<file path="src/rtl/hnsp_pkg.sv">
// Package for the HEVC NAL stream probe: payload structs, command record,
// NAL kind codes and header constants. No dependencies.
`default_nettype none

package hnsp_pkg;

	localparam int POS_WIDTH_DEF   = 32;
	localparam int COUNT_WIDTH_DEF = 16;
	localparam int QUEUE_DEPTH     = 4;
	localparam int NUM_KINDS       = 5;

	localparam logic [23:0] START_CODE    = 24'h000001;
	localparam logic [23:0] HISTORY_RESET = 24'hFFFFFF;
	localparam logic [7:0]  HDR1_BAD_MASK = 8'h81;	// forbidden bit and top layer-id bit
	localparam logic [7:0]  HDR2_BAD_MASK = 8'hF8;	// rest of layer id

	localparam logic [5:0] TYPE_SLICE_LAST = 6'd9;
	localparam logic [5:0] TYPE_IRAP_FIRST = 6'd16;
	localparam logic [5:0] TYPE_IRAP_LAST  = 6'd21;
	localparam logic [5:0] TYPE_VPS        = 6'd32;
	localparam logic [5:0] TYPE_SPS        = 6'd33;
	localparam logic [5:0] TYPE_PPS        = 6'd34;

	localparam logic REC_UNIT    = 1'b0;
	localparam logic REC_VERDICT = 1'b1;

	// which record of a command is on the result port
	localparam logic [1:0] SEL_UNIT    = 2'd0;
	localparam logic [1:0] SEL_FINAL   = 2'd1;
	localparam logic [1:0] SEL_VERDICT = 2'd2;

	typedef enum logic [2:0] {
		KIND_VPS   = 3'd0,
		KIND_SPS   = 3'd1,
		KIND_PPS   = 3'd2,
		KIND_IRAP  = 3'd3,
		KIND_SLICE = 3'd4,
		KIND_NONE  = 3'd5
	} nal_kind_t;

	typedef struct packed {
		logic [7:0] data_byte;
		logic       end_of_stream;
	} item_t;

	typedef struct packed {
		logic        record_kind;
		logic [15:0] nal_index;
		logic [31:0] nal_start;
		logic [31:0] nal_length;
		logic        stream_ok;
		logic [15:0] vps_seen;
		logic [15:0] sps_seen;
		logic [15:0] pps_seen;
		logic [15:0] irap_seen;
		logic [15:0] slice_seen;
		logic        final_item;
	} result_t;

	// Work left for the back end by one byte: an optional unit record and an
	// optional final record plus verdict.
	typedef struct packed {
		logic        has_unit;
		logic [15:0] unit_index;
		logic [31:0] unit_start;
		logic [31:0] unit_length;
		logic        has_final;
		logic [15:0] final_index;
		logic [31:0] final_start;
		logic [31:0] final_length;
		logic        stream_ok;
		logic [15:0] vps_seen;
		logic [15:0] sps_seen;
		logic [15:0] pps_seen;
		logic [15:0] irap_seen;
		logic [15:0] slice_seen;
	} cmd_t;

	function automatic nal_kind_t decode_kind(input logic [5:0] nal_type);
		nal_kind_t k;
		if (nal_type <= TYPE_SLICE_LAST)
			k = KIND_SLICE;
		else if (nal_type >= TYPE_IRAP_FIRST && nal_type <= TYPE_IRAP_LAST)
			k = KIND_IRAP;
		else if (nal_type == TYPE_VPS)
			k = KIND_VPS;
		else if (nal_type == TYPE_SPS)
			k = KIND_SPS;
		else if (nal_type == TYPE_PPS)
			k = KIND_PPS;
		else
			k = KIND_NONE;
		return k;
	endfunction

endpackage

`default_nettype wire

</file>
<file path="src/rtl/hevc_nal_stream_probe.sv">
// HEVC Annex B NAL stream probe, top level.
// The commands of a byte are registered in the command queue before the back end shows its results on the result port.
// Throughput: one byte per cycle while full is low; result records leave at one per cycle while pop is high, so a
// byte that yields two or three records holds the 4-entry command queue longer.
// Reset: arst_n clears history, positions, counters and queue; no clearing pass.
`default_nettype none

module hevc_nal_stream_probe #(
	parameter int POS_WIDTH   = hnsp_pkg::POS_WIDTH_DEF,
	parameter int COUNT_WIDTH = hnsp_pkg::COUNT_WIDTH_DEF
) (
	input  wire logic            clk,
	input  wire logic            arst_n,
	input  wire logic            push,
	output logic                 full,
	input  wire hnsp_pkg::item_t item,
	output logic                 empty,
	input  wire logic            pop,
	output hnsp_pkg::result_t    result
);

	hnsp_pkg::cmd_t front_cmd, head_cmd;
	logic           cmd_push, head_valid, deq, accept;

	assign accept = push && !full;

	hnsp_front #(
		.POS_WIDTH   (POS_WIDTH),
		.COUNT_WIDTH (COUNT_WIDTH)
	) u_front (
		.clk      (clk),
		.arst_n   (arst_n),
		.item     (item),
		.accept   (accept),
		.cmd      (front_cmd),
		.cmd_push (cmd_push)
	);

	hnsp_queue #(
		.DEPTH (hnsp_pkg::QUEUE_DEPTH)
	) u_queue (
		.clk        (clk),
		.arst_n     (arst_n),
		.wr_cmd     (front_cmd),
		.wr_en      (cmd_push),
		.full       (full),
		.head       (head_cmd),
		.head_valid (head_valid),
		.rd_en      (deq)
	);

	hnsp_back u_back (
		.clk        (clk),
		.arst_n     (arst_n),
		.head       (head_cmd),
		.head_valid (head_valid),
		.deq        (deq),
		.result     (result),
		.empty      (empty),
		.pop        (pop)
	);

`ifndef SYNTH
	a_full_not_empty: assert property (@(posedge clk) disable iff (!arst_n)
		full |-> !empty)
		else $error("queue full but no result shown");

	a_eos_gives_result: assert property (@(posedge clk) disable iff (!arst_n)
		(accept && item.end_of_stream) |=> !empty)
		else $error("end of stream transfer produced no result");

	a_verdict_is_last: assert property (@(posedge clk) disable iff (!arst_n)
		(!empty && result.record_kind == hnsp_pkg::REC_VERDICT) |-> result.final_item)
		else $error("verdict not marked as final record");

	a_unit_not_ok: assert property (@(posedge clk) disable iff (!arst_n)
		(!empty && result.record_kind == hnsp_pkg::REC_UNIT) |-> !result.stream_ok)
		else $error("unit record carries a verdict");
`endif

endmodule

`default_nettype wire

</file>
<file path="src/rtl/hnsp_front.sv">
// Front end: start-code search, header checks, counters and unit tracking.
// Emits one command per byte that produces results. Depends on hnsp_pkg.
`default_nettype none

module hnsp_front #(
	parameter int POS_WIDTH   = hnsp_pkg::POS_WIDTH_DEF,
	parameter int COUNT_WIDTH = hnsp_pkg::COUNT_WIDTH_DEF
) (
	input  wire logic           clk,
	input  wire logic           arst_n,
	input  wire hnsp_pkg::item_t item,
	input  wire logic           accept,
	output hnsp_pkg::cmd_t      cmd,
	output logic                cmd_push
);

	logic [23:0]            hist_q;
	logic                   pend_q;
	logic [5:0]             ptype_q;
	logic [POS_WIDTH-1:0]   ppos_q;
	logic [POS_WIDTH-1:0]   bpos_q;
	logic [POS_WIDTH-1:0]   ustart_q;
	logic [COUNT_WIDTH-1:0] uord_q;
	logic [COUNT_WIDTH-1:0] cnt_q [hnsp_pkg::NUM_KINDS];
	logic                   err_q;

	logic [7:0]             b;
	logic                   last;
	hnsp_pkg::nal_kind_t    kind;
	logic                   hdr2_ok, hdr2_bad, counted, boundary;
	logic                   hdr1, hdr1_bad, err_next, all_seen;
	logic [POS_WIDTH-1:0]   ustart_next, bpos_next;
	logic [COUNT_WIDTH-1:0] uord_next;
	logic [COUNT_WIDTH-1:0] cnt_next [hnsp_pkg::NUM_KINDS];

	function automatic logic [31:0] pos32(input logic [POS_WIDTH-1:0] v);
		logic [63:0] w;
		w = 64'(v);
		return w[31:0];
	endfunction

	function automatic logic [15:0] cnt16(input logic [COUNT_WIDTH-1:0] v);
		logic [63:0] w;
		w = 64'(v);
		return w[15:0];
	endfunction

	always_comb begin
		b        = item.data_byte;
		last     = item.end_of_stream;
		kind     = hnsp_pkg::decode_kind(ptype_q);
		hdr2_ok  = pend_q && !err_q && ((b & hnsp_pkg::HDR2_BAD_MASK) == 8'd0);
		hdr2_bad = pend_q && !err_q && ((b & hnsp_pkg::HDR2_BAD_MASK) != 8'd0);
		counted  = hdr2_ok && (kind != hnsp_pkg::KIND_NONE);
		boundary = counted && (kind != hnsp_pkg::KIND_VPS);
		// a first header byte on the final byte is ignored
		hdr1     = !pend_q && !err_q && (hist_q == hnsp_pkg::START_CODE) && !last;
		hdr1_bad = hdr1 && ((b & hnsp_pkg::HDR1_BAD_MASK) != 8'd0);
		err_next = err_q | hdr2_bad | hdr1_bad;

		for (int k = 0; k < hnsp_pkg::NUM_KINDS; k++) begin
			cnt_next[k] = cnt_q[k];
			if (counted && kind == hnsp_pkg::nal_kind_t'(3'(k)) && cnt_q[k] != '1)
				cnt_next[k] = cnt_q[k] + 1'b1;
		end

		ustart_next = counted ? ppos_q : ustart_q;
		uord_next   = (boundary && uord_q != '1) ? uord_q + 1'b1 : uord_q;
		bpos_next   = (bpos_q == '1) ? bpos_q : bpos_q + 1'b1;
		all_seen    = (cnt_next[hnsp_pkg::KIND_VPS] != '0) &&
		              (cnt_next[hnsp_pkg::KIND_SPS] != '0) &&
		              (cnt_next[hnsp_pkg::KIND_PPS] != '0) &&
		              (cnt_next[hnsp_pkg::KIND_IRAP] != '0);

		cmd.has_unit     = boundary;
		cmd.unit_index   = cnt16(uord_q);
		cmd.unit_start   = pos32(ustart_q);
		cmd.unit_length  = pos32(ppos_q - ustart_q);
		cmd.has_final    = last;
		cmd.final_index  = cnt16(uord_next);
		cmd.final_start  = pos32(ustart_next);
		cmd.final_length = pos32(bpos_q - ustart_next);
		cmd.stream_ok    = all_seen && !err_next;
		cmd.vps_seen     = cnt16(cnt_next[hnsp_pkg::KIND_VPS]);
		cmd.sps_seen     = cnt16(cnt_next[hnsp_pkg::KIND_SPS]);
		cmd.pps_seen     = cnt16(cnt_next[hnsp_pkg::KIND_PPS]);
		cmd.irap_seen    = cnt16(cnt_next[hnsp_pkg::KIND_IRAP]);
		cmd.slice_seen   = cnt16(cnt_next[hnsp_pkg::KIND_SLICE]);
		cmd_push         = accept && (boundary || last);
	end

	always_ff @(posedge clk or negedge arst_n) begin
		if (!arst_n) begin
			hist_q   <= hnsp_pkg::HISTORY_RESET;
			pend_q   <= 1'b0;
			ptype_q  <= '0;
			ppos_q   <= '0;
			bpos_q   <= '0;
			ustart_q <= '0;
			uord_q   <= '0;
			err_q    <= 1'b0;
			for (int k = 0; k < hnsp_pkg::NUM_KINDS; k++)
				cnt_q[k] <= '0;
		end else if (accept) begin
			if (last) begin
				// stream done: back to the reset state for the next one
				hist_q   <= hnsp_pkg::HISTORY_RESET;
				pend_q   <= 1'b0;
				bpos_q   <= '0;
				ustart_q <= '0;
				uord_q   <= '0;
				err_q    <= 1'b0;
				for (int k = 0; k < hnsp_pkg::NUM_KINDS; k++)
					cnt_q[k] <= '0;
			end else begin
				hist_q   <= {hist_q[15:0], b};
				pend_q   <= hdr1 && !hdr1_bad;
				bpos_q   <= bpos_next;
				ustart_q <= ustart_next;
				uord_q   <= uord_next;
				err_q    <= err_next;
				for (int k = 0; k < hnsp_pkg::NUM_KINDS; k++)
					cnt_q[k] <= cnt_next[k];
				if (hdr1) begin
					ptype_q <= b[6:1];	// nal_unit_type
					ppos_q  <= bpos_q;
				end
			end
		end
	end

endmodule

`default_nettype wire

</file>
<file path="src/rtl/hnsp_queue.sv">
// Short command queue between front and back end.
// Depends on hnsp_pkg for the command type.
`default_nettype none

module hnsp_queue #(
	parameter int DEPTH = hnsp_pkg::QUEUE_DEPTH
) (
	input  wire logic           clk,
	input  wire logic           arst_n,
	input  wire hnsp_pkg::cmd_t wr_cmd,
	input  wire logic           wr_en,
	output logic                full,
	output hnsp_pkg::cmd_t      head,
	output logic                head_valid,
	input  wire logic           rd_en
);

	localparam int PTR_W = (DEPTH > 1) ? $clog2(DEPTH) : 1;
	localparam int CNT_W = $clog2(DEPTH + 1);

	hnsp_pkg::cmd_t   mem_q [DEPTH];
	logic [PTR_W-1:0] wr_ptr_q, rd_ptr_q;
	logic [CNT_W-1:0] count_q;
	logic             do_wr, do_rd;

	assign full       = (count_q == CNT_W'(DEPTH));
	assign head_valid = (count_q != '0);
	assign head       = mem_q[rd_ptr_q];
	assign do_wr      = wr_en && !full;
	assign do_rd      = rd_en && head_valid;

	always_ff @(posedge clk) begin
		if (do_wr)
			mem_q[wr_ptr_q] <= wr_cmd;
	end

	always_ff @(posedge clk or negedge arst_n) begin
		if (!arst_n) begin
			wr_ptr_q <= '0;
			rd_ptr_q <= '0;
			count_q  <= '0;
		end else begin
			if (do_wr)
				wr_ptr_q <= (wr_ptr_q == PTR_W'(DEPTH - 1)) ? '0 : wr_ptr_q + 1'b1;
			if (do_rd)
				rd_ptr_q <= (rd_ptr_q == PTR_W'(DEPTH - 1)) ? '0 : rd_ptr_q + 1'b1;
			if (do_wr && !do_rd)
				count_q <= count_q + 1'b1;
			else if (do_rd && !do_wr)
				count_q <= count_q - 1'b1;
		end
	end

endmodule

`default_nettype wire

</file>
<file path="src/rtl/hnsp_back.sv">
// Back end: expands the head command into one to three result records.
// Depends on hnsp_pkg.
`default_nettype none

module hnsp_back (
	input  wire logic           clk,
	input  wire logic           arst_n,
	input  wire hnsp_pkg::cmd_t head,
	input  wire logic           head_valid,
	output logic                deq,
	output hnsp_pkg::result_t   result,
	output logic                empty,
	input  wire logic           pop
);

	logic [1:0] sub_q;	// records of the head command already transferred
	logic [1:0] sel;
	logic       last_rec;

	always_comb begin
		// without a unit record the sequence starts at the final record
		sel      = sub_q + {1'b0, !head.has_unit};
		last_rec = head.has_final ? (sel == hnsp_pkg::SEL_VERDICT) : 1'b1;
		empty    = !head_valid;
		deq      = head_valid && pop && last_rec;

		result.vps_seen   = head.vps_seen;
		result.sps_seen   = head.sps_seen;
		result.pps_seen   = head.pps_seen;
		result.irap_seen  = head.irap_seen;
		result.slice_seen = head.slice_seen;
		result.final_item = last_rec;
		unique case (sel)
			hnsp_pkg::SEL_UNIT: begin
				result.record_kind = hnsp_pkg::REC_UNIT;
				result.nal_index   = head.unit_index;
				result.nal_start   = head.unit_start;
				result.nal_length  = head.unit_length;
				result.stream_ok   = 1'b0;
			end
			hnsp_pkg::SEL_FINAL: begin
				result.record_kind = hnsp_pkg::REC_UNIT;
				result.nal_index   = head.final_index;
				result.nal_start   = head.final_start;
				result.nal_length  = head.final_length;
				result.stream_ok   = 1'b0;
			end
			default: begin
				result.record_kind = hnsp_pkg::REC_VERDICT;
				result.nal_index   = '0;
				result.nal_start   = '0;
				result.nal_length  = '0;
				result.stream_ok   = head.stream_ok;
			end
		endcase
	end

	always_ff @(posedge clk or negedge arst_n) begin
		if (!arst_n)
			sub_q <= '0;
		else if (head_valid && pop)
			sub_q <= last_rec ? 2'd0 : sub_q + 2'd1;
	end

endmodule

`default_nettype wire

</file>
<file path="config.mk">
export PLATFORM = sky130hd
export DESIGN_NAME = hevc_nal_stream_probe
export DESIGN_NICKNAME = d
export VERILOG_FILES = /design/src/rtl/hnsp_pkg.sv /design/src/rtl/hevc_nal_stream_probe.sv /design/src/rtl/hnsp_front.sv /design/src/rtl/hnsp_queue.sv /design/src/rtl/hnsp_back.sv
export SDC_FILE = /design/constraint.sdc
export NUM_CORES = 1
export LEC_CHECK = 0
export ABC_CLOCK_PERIOD_IN_PS = 12400
export BUFFER_PORTS_ARGS = -buffer_cell sky130_fd_sc_hd__clkbuf_2
export CAP_MARGIN = 20
export CORE_MARGIN = 4
export CORE_UTILIZATION = 35
export DETAILED_ROUTE_END_ITERATION = 10
export PLACE_DENSITY = 0.55
export SLEW_MARGIN = 0
export SYNTH_ARGS = -nofsm -noshare
export SYNTH_HDL_FRONTEND = slang
export SYNTH_HIERARCHICAL = 1
export SYNTH_SLANG_ARGS = --single-unit
</file>
<file path="constraint.sdc">
create_clock -name clk -period 12.4 [get_ports clk]
set_input_delay 1.24 -clock clk [delete_from_list [all_inputs] [get_ports clk]]
set_output_delay 1.24 -clock clk [all_outputs]
set_load 0.01 [all_outputs]
</file>
==> flow_summary_export.csv <==
group,metric,value,unit
floorplan,die-area,159000,um^2
grt,antenna_found_initial,2,
layout,utilization,39.5,%
detailed_routing,first_iter_violations,2112,
detailed_routing,post_drt_via_cell_ratio,5.21,
grt,grt_pass1_wl,199000,um
logic_synthesis,syn_nets,3566,
sta,worst_pin_slew,1.05,ns
floorplan,die_h,399,um
sta,hold_viol,0,
sta,layout_min_cycle_time,6.54,ns
logic_synthesis,synth_area,53600,um^2
detailed_routing,vias,29800,
detailed_routing,routed_wl,131000,um
clocking,clockRootBuffer,"clkbuf_16",
critical_path,arrival,5.30,ns
clocking,ctsResizeCount,0,
pwr,leakage,0.0216,uW
critical_path,crit_type,"reg2out",
layout,syn2layout_area_growth,12.0,%
sta,rsz0062_at_grt,"no",
floorplan,ios,178,
grt,grt_max_degree,95,
grt,grt_pass1_vias,30400,
sta,relSlewSlack,30.0,%
layout,drive_above_1_share,21.3,%
clocking,cts_buffer_depth,3,
detailed_routing,wl_per_cell,22.9,um
pwr,ir_worst_vdd,0.000138,V
clocking,insertion_delay,0.77,ns
flow_run,drv_cap,0,
critical_path,crit_fanout,50,
logic_synthesis,async_flop_share,19.3,%
logic_synthesis,synthTopCellsByArea,"edfxtp_1 54%, mux4_2 10%, dfrtp_1 9.8%",
sta,fin_worst_skew,0.0310,ns
critical_path,start_kind,"flip-flop",
detailed_routing,drt_pre_antenna_iters,5,
floorplan,die-width,399,um
logic_synthesis,yosysSeqAreaShare,65.4,%
floorplan,start_util,35.2,%
worst_hold_path,hold_class,"in2async",
clocking,cts.repair_timing.setup_buffer_count,0,
placed_design,globalplace.congestion,0.826,
logic_synthesis,yosys_warnings,6,
logic_synthesis,netlist_instances,3497,
detailed_routing,post-route-drc-count,0,
clocking,clock-sinks,1205,
clocking,clk_pin_slew_worst_paths,0.06,ns
logic_synthesis,synth.avg_cell_area,15.3,um^2
outcome,status,"completed",
clocking,htree_levels,4,
logic_synthesis,synth_cell_types,97,
grt,globalRouteOverflowTotal,0,
logic_synthesis,yosysTopAreaCellShare,54.5,%
logic_synthesis,yosys.area.top_type,"edfxtp_1",
sta,timing.fmax,0.153,GHz
clocking,cts_tree,"yes",
sta,slew_viol_final,0,
clocking,postCtsHoldBufs,0,
placed_design,numPortBuffers,177,
sta,fin_crit_sh,52.7,%
logic_synthesis,ys_seq_elements,1205,
floorplan,core-area,152000,um^2
logic_synthesis,synth-main-ff-cell,"edfxtp_1",
sta,setup-tns-final,0,ns
critical_path,crit_required,11.16,ns
logic_synthesis,synth_edf_count,972,
detailed_routing,final_antenna_net_count,0,
sta,setup_violations,0,
clocking,cts_buffers,132,
placed_design,place_hpwl,83800,um
layout,nets,3658,
floorplan,std_cell_rows,143,
grt,grt.total_usage,16.6,%
pwr,pwr_density_cell,206,nW/um^2
critical_path,crit_path_end_kind,"output pin",
## sequential cells by signal (all words and copies together) (netlist names), 3 cells and up
name and flops:
u_front/uord_q 16, u_front/bpos_q 32, u_queue/mem_q 972, u_front/hist_q 24
u_queue/count_q 3, u_front/ustart_q 32, u_front/ppos_q 32, u_front/cnt_q 80
u_front/ptype_q 6
## placed cells by master, fill, tap and decap left out, drive strengths merged, types with 10 or more instances in the layout
master,count
edfxtp,972
clkbuf,365
nor2,281
mux4,243
dfrtp,209
nand2,154
inv,138
xnor2,123
o21ai,114
a21oi,109
mux2i,93
xor2,71
nand3,62
ha,54
buf,54
nor3,51
mux2,43
a22o,38
o22ai,37
a21o,35
and3,35
o31ai,33
clkinv,33
nand4,31
a31oi,26
o2bb2ai,25
nor2b,25
dfstp,24
nand2b,19
nor4,18
and2,18
a211oi,17
maj3,15
or3,13
and4,11
o211ai,10
## final cells by class
cell class | instances | area (um^2)
clock buffers | 190 | 3650
repair buffers | 229 | 1300
fillers | 14100 | 92100
clock inverters | 55 | 469
diodes | 1 | 2.50
flip-flops and latches | 1205 | 35100
multi-input cells | 1893 | 16500
well taps | 2030 | 2540
inverters | 128 | 484
## cell usage after synthesis, types with 19 or more instances
| cell type | count |
|---|---|
| edfxtp_1 | 972 |
| nor2_1 | 270 |
| o2bb2ai_1 | 25 |
| and3_1 | 35 |
| a31oi_1 | 25 |
| dfrtp_1 | 209 |
| buf_2 | 36 |
| a22o_1 | 38 |
| clkbuf_1 | 106 |
| xnor2_1 | 122 |
| mux2i_1 | 93 |
| ha_1 | 54 |
| dfstp_2 | 24 |
| buf_4 | 105 |
| nand3_1 | 61 |
| o31ai_1 | 33 |
| inv_1 | 124 |
| nand2b_1 | 19 |
| nor3_1 | 50 |
| nand2_1 | 153 |
| a21o_1 | 35 |
| mux2_2 | 43 |
| a21oi_1 | 95 |
| o22ai_1 | 37 |
| nand4_1 | 31 |
| mux4_2 | 243 |
| nor2b_1 | 24 |
| o21ai_0 | 107 |
| xor2_1 | 71 |
## critical path, cell delays in order, from the launching register on
cell and delay (ns):
dfrtp_4 1.08, mux4_2 0.59, inv_1 0.13, ha_4 0.48
buf_4 0.57, buf_4 0.72, mux2i_1 0.52, nor2_1 0.12
clkbuf_2 0.16
## layer usage
metal  vias up  routed length [um]  GRT usage [%]
met1     15500               59400           23.3
met5         -                   0              0
met4         0                1970           3.92
met3       134                6510           2.90
li1      13500                   -              -
met2       707               63600           26.8
## power breakdown
group | total (uW) | switching (uW) | internal [uW] | leakage (uW)
clock network | 3770 | 1600 | 2170 | 0.00199
registers | 4990 | 180 | 4810 | 0.0119
logic | 3620 | 2150 | 1460 | 0.00765
total | 12400 | 3930 | 8440 | 0.0216
## through the flow
step	hold slack, ns	instances	cell area [um^2]	power (uW)	setup slack (ns)
floorplan	0.447	3497	53600	7680	3.06
CTS	0.447	5730	60000	12700	5.65
detailed placement	0.467	5485	55900	8850	5.54
finish	0.453	5731	60000	12400	5.86
global route	0.467	5730	60000	13000	5.57
global placement	0.470	5485	55900	8840	5.56
## worst paths after layout
check | startpoint | to | slack (ns) | depth (start not counted)
setup / recovery | u_queue/rd_ptr_q[0]$_DFFE_PN0P_ | result[117] | 5.86 | 8
hold / removal | arst_n | u_front/cnt_q[55]$_DFFE_PN0P_ | 0.45 | 1
setup reg to reg | u_front/ptype_q[1]$_DFFE_PN0P_ | u_queue/mem_q[1][112]$_DFFE_PP_ | 6.46 | 19
hold reg to reg | u_queue/count_q[2]$_DFFE_PN0P_ | u_queue/count_q[2]$_DFFE_PN0P_ | 0.47 | 1
max in group asynchronous | arst_n | u_front/ustart_q[8]$_DFFE_PN0P_ | 10.54 | 2
min in group clk | u_queue/count_q[2]$_DFFE_PN0P_ | u_queue/count_q[2]$_DFFE_PN0P_ | 0.47 | 1
## logic make-up (layout without fill, tap and decap cells)
kind of cell	Yosys count	in the layout	share of synthesized area (%)
AOI/OAI and AO/OA	508	508	6.42
xor gates and xnor gates	194	194	3.19
adders and majority gates	71	71	1.63
buffers and inverters	399	602	3.87
DFF	1205	1205	65.4
muxes	379	379	12.9
other	0	1	0
and+or+nand+nor	741	741	6.63
(Power assumes the default switching activity.)
